`config.mk`:
```
export PLATFORM = sky130hd
export DESIGN_NAME = bltr_div
export DESIGN_NICKNAME = d
export VERILOG_FILES = /design/src/rtl/bltr_div.sv
export SDC_FILE = /design/constraint.sdc
export NUM_CORES = 1
export LEC_CHECK = 0
export ABC_AREA = 1
export BUFFER_PORTS_ARGS = -buffer_cell sky130_fd_sc_hd__buf_4
export CORE_ASPECT_RATIO = 1.1
export CORE_UTILIZATION = 45
export CTS_CLUSTER_SIZE = 12
export DETAILED_ROUTE_END_ITERATION = 8
export PLACE_DENSITY_LB_ADDON = 0.08
export SLEW_MARGIN = 10
export SYNTH_ARGS = -nofsm -noshare
export SYNTH_HDL_FRONTEND = slang
export SYNTH_SLANG_ARGS = --single-unit
```
`constraint.sdc`:
```
create_clock -name clk -period 2 [get_ports clk]
set_clock_uncertainty 0.15 [all_clocks]
set_input_delay 0.3 -clock clk [delete_from_list [all_inputs] [get_ports clk]]
set_output_delay 0.3 -clock clk [all_outputs]
set_load 0.01 [all_outputs]
```
`src/rtl/bltr_div.sv`:
```
// pipelined restoring divider, one quotient bit per stage, with sideband
`timescale 1ns / 1ps

module bltr_div #(
    parameter int QB  = 24,
    parameter int DW  = 10,
    parameter int SBW = 8
) (
    input  logic           clk,
    input  logic           rst_n,
    input  logic           en,
    input  logic           in_valid,
    input  logic [DW-1:0]  in_rem,
    input  logic [QB-1:0]  in_dq,
    input  logic [DW-1:0]  in_div,
    input  logic [SBW-1:0] in_sb,
    output logic           out_valid,
    output logic [QB-1:0]  out_q,
    output logic [SBW-1:0] out_sb
);

    logic           vld_reg [QB];
    logic [DW-1:0]  rem_reg [QB];
    logic [QB-1:0]  dq_reg  [QB];
    logic [DW-1:0]  div_reg [QB];
    logic [SBW-1:0] sb_reg  [QB];

    genvar k;
    for (k = 0; k < QB; k++)
    begin : g_step
        logic           vld_in;
        logic [DW-1:0]  rem_in;
        logic [QB-1:0]  dq_in;
        logic [DW-1:0]  div_in;
        logic [SBW-1:0] sb_in;
        logic [DW:0]    trial;
        logic           ge;

        if (k == 0)
        begin : g_first
            assign vld_in = in_valid;
            assign rem_in = in_rem;
            assign dq_in  = in_dq;
            assign div_in = in_div;
            assign sb_in  = in_sb;
        end
        else
        begin : g_next
            assign vld_in = vld_reg[k-1];
            assign rem_in = rem_reg[k-1];
            assign dq_in  = dq_reg[k-1];
            assign div_in = div_reg[k-1];
            assign sb_in  = sb_reg[k-1];
        end

        // shift in next dividend bit and try a subtract
        assign trial = {rem_in, dq_in[QB-1]};
        assign ge    = trial >= {1'b0, div_in};

        always_ff @(posedge clk or negedge rst_n)
        begin
            if (!rst_n)
            begin
                vld_reg[k] <= 1'b0;
            end
            else if (en)
            begin
                vld_reg[k] <= vld_in;
            end
        end

        always_ff @(posedge clk)
        begin
            if (en)
            begin
                rem_reg[k] <= ge ? DW'(trial - {1'b0, div_in}) : DW'(trial);
                dq_reg[k]  <= {dq_in[QB-2:0], ge};
                div_reg[k] <= div_in;
                sb_reg[k]  <= sb_in;
            end
        end
    end

    assign out_valid = vld_reg[QB-1];
    assign out_q     = dq_reg[QB-1];
    assign out_sb    = sb_reg[QB-1];

endmodule

```
# Word level (Yosys, flattened, before mapping)
# Memory sizes are Yosys's and may differ from the RTL's.
# Index checks and enable logic that the tools add are counted.
dict set report word_totals {
  input_bits 56
  mem_bits_rw 1248
  word_cells 102
  register_bits 24
  memories 4
}
dict set report classes {
  n_lt_le_gt_ge 24
  mux 26
  addsub 24
}
# name words width rd rd_ports_with_merged_regs write_ports line
set memory_table {}
lappend memory_table {dq_reg 24 24 24 0 24 24} ;# logic [QB-1:0] dq_reg [QB];
lappend memory_table {div_reg 24 10 23 0 24 25} ;# logic [DW-1:0] div_reg [QB];
lappend memory_table {rem_reg 24 10 23 0 24 23} ;# logic [DW-1:0] rem_reg [QB];
lappend memory_table {sb_reg 24 8 24 0 24 26} ;# logic [SBW-1:0] sb_reg [QB];
# operator n
set ops {}
lappend ops {{11-bit by 10-bit >= comparator with 1-bit output} 24}
lappend ops {{10-bit two-way mux} 24}
lappend ops {{10-bit subtractor} 24}
lappend ops {{1-bit two-way mux} 2}

# Longest topological paths before layout
# Gate-level depths: netlist of the first run.
dict set report logic_depth {
  depth_word 2
  ltp_mapped 12
  ltp_nobuf 12
}

# Worst setup path before layout of the first run
# Ideal clock, no wire load.
dict set report synth_path {
  kind {flip-flop to flip-flop}
  from {memory rem_reg[12][1], in the netlist rem_reg[1][41]}
  to {memory rem_reg[13][9], in the netlist rem_reg[1][59] (data pin)}
  period_less_slack_ns 1.990
  stages_incl_launch_ff 12
  arrival_time_ns 1.588
  setup_time_ns 0.252
  path_buffers 2
  setup_slack_ns 0.010
  required_time_ns 1.598
  path_cell_list {edfxtp_1 > ha_1 > buf_6 > a21oi_1 > nand2_1 > nand2_1 > nand2_2 > nand2_4 > nand2_4 > buf_12 > nand3_4 > nand2_2}
}
# element line
set synth_lines {}
lappend synth_lines {{start: declaration} 23}

==> results of run 1 <==
[placed cells by master, fill, tap and decap left out, types with 51 or more instances in the layout]
cell type      Yosys  layout
nor2_1           204     151
nand2_1         1372    1064
inv_1            657     489
nand2_4            4      83
edfxtp_1        1228    1228
ha_1             240      51
nand3_2            8     106
buf_4             38    1031
inv_2             21     165
nand3_1          333     232
clkbuf_16          0     138
buf_6             11      58
nand2_2           26     245
xor2_1            69      68
a21oi_2            0      54
ha_4               0     182
a21oi_1          127      70
dlygate4sd3_1      0      54
[through the flow]
step / util [%] / worst slack [ns] / cell area, um2
global route: 62.5 / -0.105 / 74700
detailed placement: 52.5 / -0.234 / 62700
global placement: 52.5 / -0.249 / 62700
CTS: 58.6 / -0.00632 / 70000
floorplan: - / 0.0101 / 54200
finish: 62.5 / -0.0354 / 74700
[cell families after synthesis]
logic type | Yosys count | share of synthesized area [%]
DFF | 1252 | 69.2
muxes | 2 | 0.0416
AOI/OAI and AO/OA | 187 | 1.84
xor gates and xnor gates | 69 | 1.12
and+or+nand+nor | 2054 | 15.8
adders and majority gates | 263 | 6.39
buffers and inverters | 739 | 5.60
[power by group through the flow]
stage / Sequential [uW] / Combinational [uW] / Clock [uW]
after floorplan: 36000 / 18300 / 0
after global placement: 36800 / 30600 / 0
after detailed placement: 36800 / 30700 / 0
after CTS: 36800 / 34300 / 24200
after global routing: 37400 / 46500 / 25100
final: 37100 / 42200 / 23300
[critical path: stages, from the launching register on]
cell	delay, ns
edfxtp_1	0.44
ha_4	0.30
buf_6	0.10
nand2_2	0.05
nor2_1	0.13
nand3_2	0.07
and2_4	0.16
nand2_8	0.10
clkinvlp_4	0.13
nand2_1	0.08
nand2_1	0.06
[layer usage]
layer	track usage, %	routed length (um)
met1	21.5	46600
met2	30.5	56800
met3	2.92	3330
met4	6.55	3070
met5	0	0
[final timing paths]
| kind | end | slack, ns | cells past startpoint |
|---|---|---|---|
| worst max-delay path | rem_reg[1][6] | -0.04 | 10 |
| worst min-delay path | out_valid | -0.01 | 3 |
| worst max register to register | rem_reg[1][6] | -0.04 | 10 |
| worst min register to register | sb_reg[1][25] | 0.26 | 0 |
| max in group asynchronous | g_step[17].vld_in | 1.33 | 3 |
| min in group clk | rem_reg[0][5] | 0.03 | 6 |
[what timing repair did]
| item | in CTS | in global routing |
|---|---|---|
| hold endpoints to repair | 130 | 0 |
| gates cloned | 8 | 7 |
| setup buffers | 84 | 168 |
| hold buffers | 55 | 0 |
| endpoints found under the setup margin | 235 | 243 |
| resized for setup | 338 | 868 |
| pin swaps | 76 | 376 |
[cell type report]
| type | count | area, um2 | area share (%) |
|---|---|---|---|
| sequential | 1252 | 37500 | 50.2 |
| multi-input combinational | 2583 | 18600 | 25.0 |
| timing repair buffer | 1188 | 9830 | 13.2 |
| clock buffer | 173 | 3610 | 4.84 |
| inverter | 678 | 2650 | 3.54 |
| tap | 1552 | 1940 | 2.60 |
| clock inverter | 51 | 504 | 0.675 |
| timing repair inverter | 6 | 41.3 | 0.0553 |
==> flow_metrics.py, run 1 <==
metrics = {
    "finish": {
        "layout.cells.non_filler": 7483,
        "nNetsFinal": 6164,
        "layout-drive-gt1-share_pct": 39.4,
        "area_growth_pct": 37.9,
        "fillCellCount": 9362,
        "num_antenna_cells": 0,
        "largest_register_ffs": 576,
    },
    "routing": {
        "vias_per_cell": 4.71,
        "drtAntennaViolNets": 0,
        "wl_mm": 110,
        "routedWlPerCell_um": 14.7,
        "drc": 0,
        "num_vias": 35300,
        "drt_iter0_drc": 1741,
        "dr.pass1.iters": 8,
    },
    "clock_tree": {
        "cts-root-buf": "clkbuf_16",
        "clk_pin_slew_ns": 0.06,
        "cts_buffer_depth": 3,
        "numCtsBuffers": 136,
        "clock_latency_ns": 0.76,
        "cts_sinks": 1252,
        "cts-htree-levels": 4,
        "cts_tree": "built",
    },
    "sta": {
        "fin_ws_ns": -0.0354,
        "slew_viol_final": 0,
        "period_minus_slack_ns": 2.04,
        "slew_headroom_pct": 63.2,
        "hold_viol": 14,
        "setup_tns_ns": -0.0915,
        "fin_crit_sh_pct": 102,
        "timing.hold.ws_ns": -0.0117,
        "fmax_mhz": 491,
        "worst_pin_slew_ns": 0.552,
        "rsz0062_at_grt": "yes",
        "setup_viol": 6,
    },
    "worst_setup_path": {
        "crit_fanout": 5,
        "r2r_start": "rem_reg[0][71]",
        "cp.required_ns": 2.36,
        "start_kind": "flop",
        "path_class": "flop to flop",
        "setup.worst_path.start": "rem_reg[0][71]",
        "worstPathArrival_ns": 2.39,
        "critPathCaptureType": "flop",
    },
    "placement": {
        "post-dp-hpwl_mm": 72.6,
        "portBuffers": 88,
        "gp_congestion": 0.851,
        "dp_cells": 6937,
    },
    "floorplanning": {
        "die_x_um": 333,
        "coreArea_mm2": 0.119,
        "initial_utilization_pct": 45.3,
        "die-area_mm2": 0.122,
        "fp.dieH_um": 366,
        "ios": 89,
        "std_cell_rows": 133,
    },
    "power": {
        "ir_drop_mv": 0.843,
        "p_seq_share_pct": 36.1,
        "p_clk_share_pct": 22.7,
        "total_power_uw": 103000,
        "p_per_area_mw_per_mm2": 1370,
        "switching_share_pct": 33.2,
        "power.leakage_uw": 0.0320,
        "power.switching_uw": 34000,
        "combPwrFrac_pct": 41.1,
        "p_int_uw": 68500,
    },
    "global_routing": {
        "grt_pass1_vias": 35000,
        "grt_antenna_before_repair": 0,
        "grt_first_pass_wirelength_mm": 172,
        "grt_overflow_total": 0,
        "grt_start_max_net_pins": 68,
        "grt.total_usage_pct": 17.4,
    },
    "logic_synthesis": {
        "yosysSeqAreaShare_pct": 69.2,
        "syn_area_mm2": 0.0542,
        "synth_ff_type": "edfxtp_1",
        "synth-seq-cells": 1252,
        "ys_types": 34,
        "synthTopCellsByCount": "nand2_1, edfxtp_1, inv_1",
        "synth_area_per_cell_um2": 11.9,
        "synth.area.top_cells": "edfxtp_1, nand2_1, ha_1",
        "synth_top_area_share_pct": 68.1,
        "synth_edf_count": 1228,
        "synth_top_area_cell": "edfxtp_1",
        "synth.most_common_cell": "nand2_1",
        "synth-async-reset-ratio_pct": 1.92,
        "syn_nets": 4885,
        "netlist_instances": 4566,
        "yosysWarnings": 0,
    },
    "job": {
        "cap_violations": 0,
    },
    "outcome": {
        "status": "complete, but fails checks",
        "violations": "hold timing, setup timing",
    },
    "hold_path": {
        "hold_path.class": "primary input to asynchronous set/reset pin",
    },
}
Note: power is estimated with default switching activity, not from simulation.
==> run 2, diff against run 1 <==
--- a/config.mk
+++ b/config.mk
@@ -7,8 +7,10 @@
 export LEC_CHECK = 0
 export ABC_AREA = 1
 export BUFFER_PORTS_ARGS = -buffer_cell sky130_fd_sc_hd__buf_4
+export CELL_PAD_IN_SITES_DETAIL_PLACEMENT = 1
+export CELL_PAD_IN_SITES_GLOBAL_PLACEMENT = 2
 export CORE_ASPECT_RATIO = 1.1
-export CORE_UTILIZATION = 45
+export CORE_UTILIZATION = 40
 export CTS_CLUSTER_SIZE = 12
 export DETAILED_ROUTE_END_ITERATION = 8
 export PLACE_DENSITY_LB_ADDON = 0.08
==> run 2 against run 1 <==
The flow finishes with violations (setup timing). Via count is 3.8% higher. Global-route usage increased by 1.3 points. Sequential share of layout area decreased by 2.1 points. Clock power up 8%. Power up 7.8%. Clock-buffer cell count fell by 1. Setup slack got worse by 0.040 ns. Register-to-register slack got worse by 0.04 ns. Worst hold slack improved by 0.061 ns. Largest cell class unchanged.
==> flow_metrics.py, run 2 (synthesis results as in run 1) <==
metrics = {
    "hold_path": {
        "hold_path.class": "primary input to flop",
    },
    "finish": {
        "finalCoreUtilization_pct": 58.1,
        "layout.cells.non_filler": 7894,
        "final_cell_mix": "edfxtp_1, buf_4, nand2_1",
        "fillCellCount": 13500,
        "nNetsFinal": 6330,
        "area_growth_pct": 43.9,
        "largest_register_ffs": 576,
        "final_common_cell": "edfxtp_1",
        "layout-drive-gt1-share_pct": 45.3,
    },
    "clock_tree": {
        "cts-root-buf": "clkbuf_16",
        "cts_sinks": 1252,
        "clock_latency_ns": 0.78,
        "clk_pin_slew_ns": 0.06,
        "cts_tree": "built",
        "cts-htree-levels": 4,
        "numCtsBuffers": 139,
        "cts_buffer_depth": 3,
    },
    "floorplanning": {
        "ios": 89,
        "std_cell_rows": 141,
        "fp.dieH_um": 388,
        "die-area_mm2": 0.137,
        "initial_utilization_pct": 40.3,
        "coreArea_mm2": 0.134,
        "die_x_um": 353,
    },
    "global_routing": {
        "grt_first_pass_wirelength_mm": 203,
        "grt_start_max_net_pins": 70,
        "grt_antenna_before_repair": 1,
        "grt_overflow_total": 0,
        "grt_pass1_vias": 38800,
        "grt.total_usage_pct": 18.7,
    },
    "job": {
        "cap_violations": 0,
    },
    "routing": {
        "routedWlPerCell_um": 16.8,
        "drc": 0,
        "drt_iter0_drc": 1426,
        "wl_mm": 132,
        "dr.pass1.iters": 5,
        "num_vias": 36600,
        "vias_per_cell": 4.64,
        "drtAntennaViolNets": 0,
    },
    "sta": {
        "fin_crit_sh_pct": 104,
        "period_minus_slack_ns": 2.08,
        "hold_viol": 0,
        "setup_viol": 57,
        "slew_headroom_pct": 52.5,
        "rsz0062_at_grt": "yes",
        "timing.hold.ws_ns": 0.0498,
        "fin_ws_ns": -0.0753,
        "setup_tns_ns": -0.944,
        "slew_viol_final": 0,
        "worst_pin_slew_ns": 0.709,
        "fmax_mhz": 482,
    },
    "outcome": {
        "status": "complete, but fails checks",
        "violations": "setup timing",
    },
    "power": {
        "total_power_uw": 111000,
        "power.switching_uw": 38300,
        "p_int_uw": 72300,
        "ir_drop_mv": 1.03,
        "switching_share_pct": 34.6,
        "p_seq_share_pct": 33.7,
        "p_clk_share_pct": 22.7,
        "combPwrFrac_pct": 43.5,
        "p_per_area_mw_per_mm2": 1420,
        "power.leakage_uw": 0.0333,
    },
    "worst_setup_path": {
        "rr_endpoint": "rem_reg[1][69]",
        "critPathCaptureType": "flop",
        "cp-endpoint": "rem_reg[1][69]",
        "setup.worst_path.start": "rem_reg[1][53]",
        "start_kind": "flop",
        "r2r_slack_ns": -0.08,
        "r2r_start": "rem_reg[1][53]",
        "path_class": "flop to flop",
        "worstPathArrival_ns": 2.45,
        "reg2reg_depth": 10,
        "crit_fanout": 4,
        "cp.required_ns": 2.37,
    },
    "placement": {
        "portBuffers": 88,
        "gp_congestion": 0.789,
        "dp_cells": 7251,
        "post-dp-hpwl_mm": 87.0,
    },
}
==> run 2: repair_timing <==
action,in CTS,in global routing
setup endpoints to repair,240,237
gates resized for setup,591,984
hold buffers,64,0
gates cloned,6,7
hold endpoints to repair,384,0
setup buffers,144,186
pin swaps,181,436
==> run 2: power by group through the flow <==
stage / Sequential [uW] / Combinational, uW / Clock, uW
2_1_floorplan: 36000 / 18300 / 0
3_3_place_gp: 36900 / 32400 / 0
3_5_place_dp: 37000 / 33000 / 0
4_1_cts: 37100 / 38800 / 26000
5_1_grt: 37700 / 52800 / 26800
6_report: 37300 / 48100 / 25100
==> run 2: layer usage <==
| metal | share of wire, % | track usage, % | vias to the layer above |
|---|---|---|---|
| li1 | - | - | 18200 |
| met1 | 42 | 22.6 | 17800 |
| met2 | 53 | 33.9 | 359 |
| met3 | 2.4 | 3.18 | 219 |
| met4 | 2.6 | 5.83 | 0 |
| met5 | 0 | 0 | - |
==> run 2: worst min path at each step <==
stage / from / to / slack, ns / cells after the start
3_3_place_gp: rst_n / out_valid / 0.06 / 1
3_5_place_dp: rst_n / g_step[23].vld_in / 0.07 / 1
2_1_floorplan: rst_n / g_step[10].vld_in / -0.15 / 0
6_report: en / div_reg[0][57] / 0.05 / 3
5_1_grt: en / div_reg[0][58] / 0.02 / 3
4_1_cts: in_dq[1] / dq_reg[0][2] / 0.002 / 2
==> run 2: metrics by stage <==
stage,setup WS (ns),area [um2]
floorplan,0.0101,54200
global placement,-0.301,63600
detailed placement,-0.291,63600
CTS,-0.0493,72800
global route,-0.182,78000
finish,-0.0753,78000
==> run 2: layout make-up <==
type                    count  area [um2]  area share (%)
repair inverters            5        33.8          0.0433
diodes                      1        2.50         0.00321
well taps                1787        2240            2.87
clock inverters            64         830            1.06
flip-flops and latches   1252       37500            48.1
repair buffers           1353       11200            14.4
inverters                 678        2690            3.45
clock buffers             172        3640            4.68
multi-input cells        2582       19900            25.5
==> run 2: worst max-delay path, cell delays in order, from the launching register on <==
cell      delay, ns
edfxtp_1       0.43
ha_4           0.29
nand2_1        0.07
nand2_1        0.08
buf_4          0.14
inv_1          0.09
nand2_1        0.09
nand2_1        0.09
nand4_1        0.17
nand3_4        0.15
nand2_2        0.07
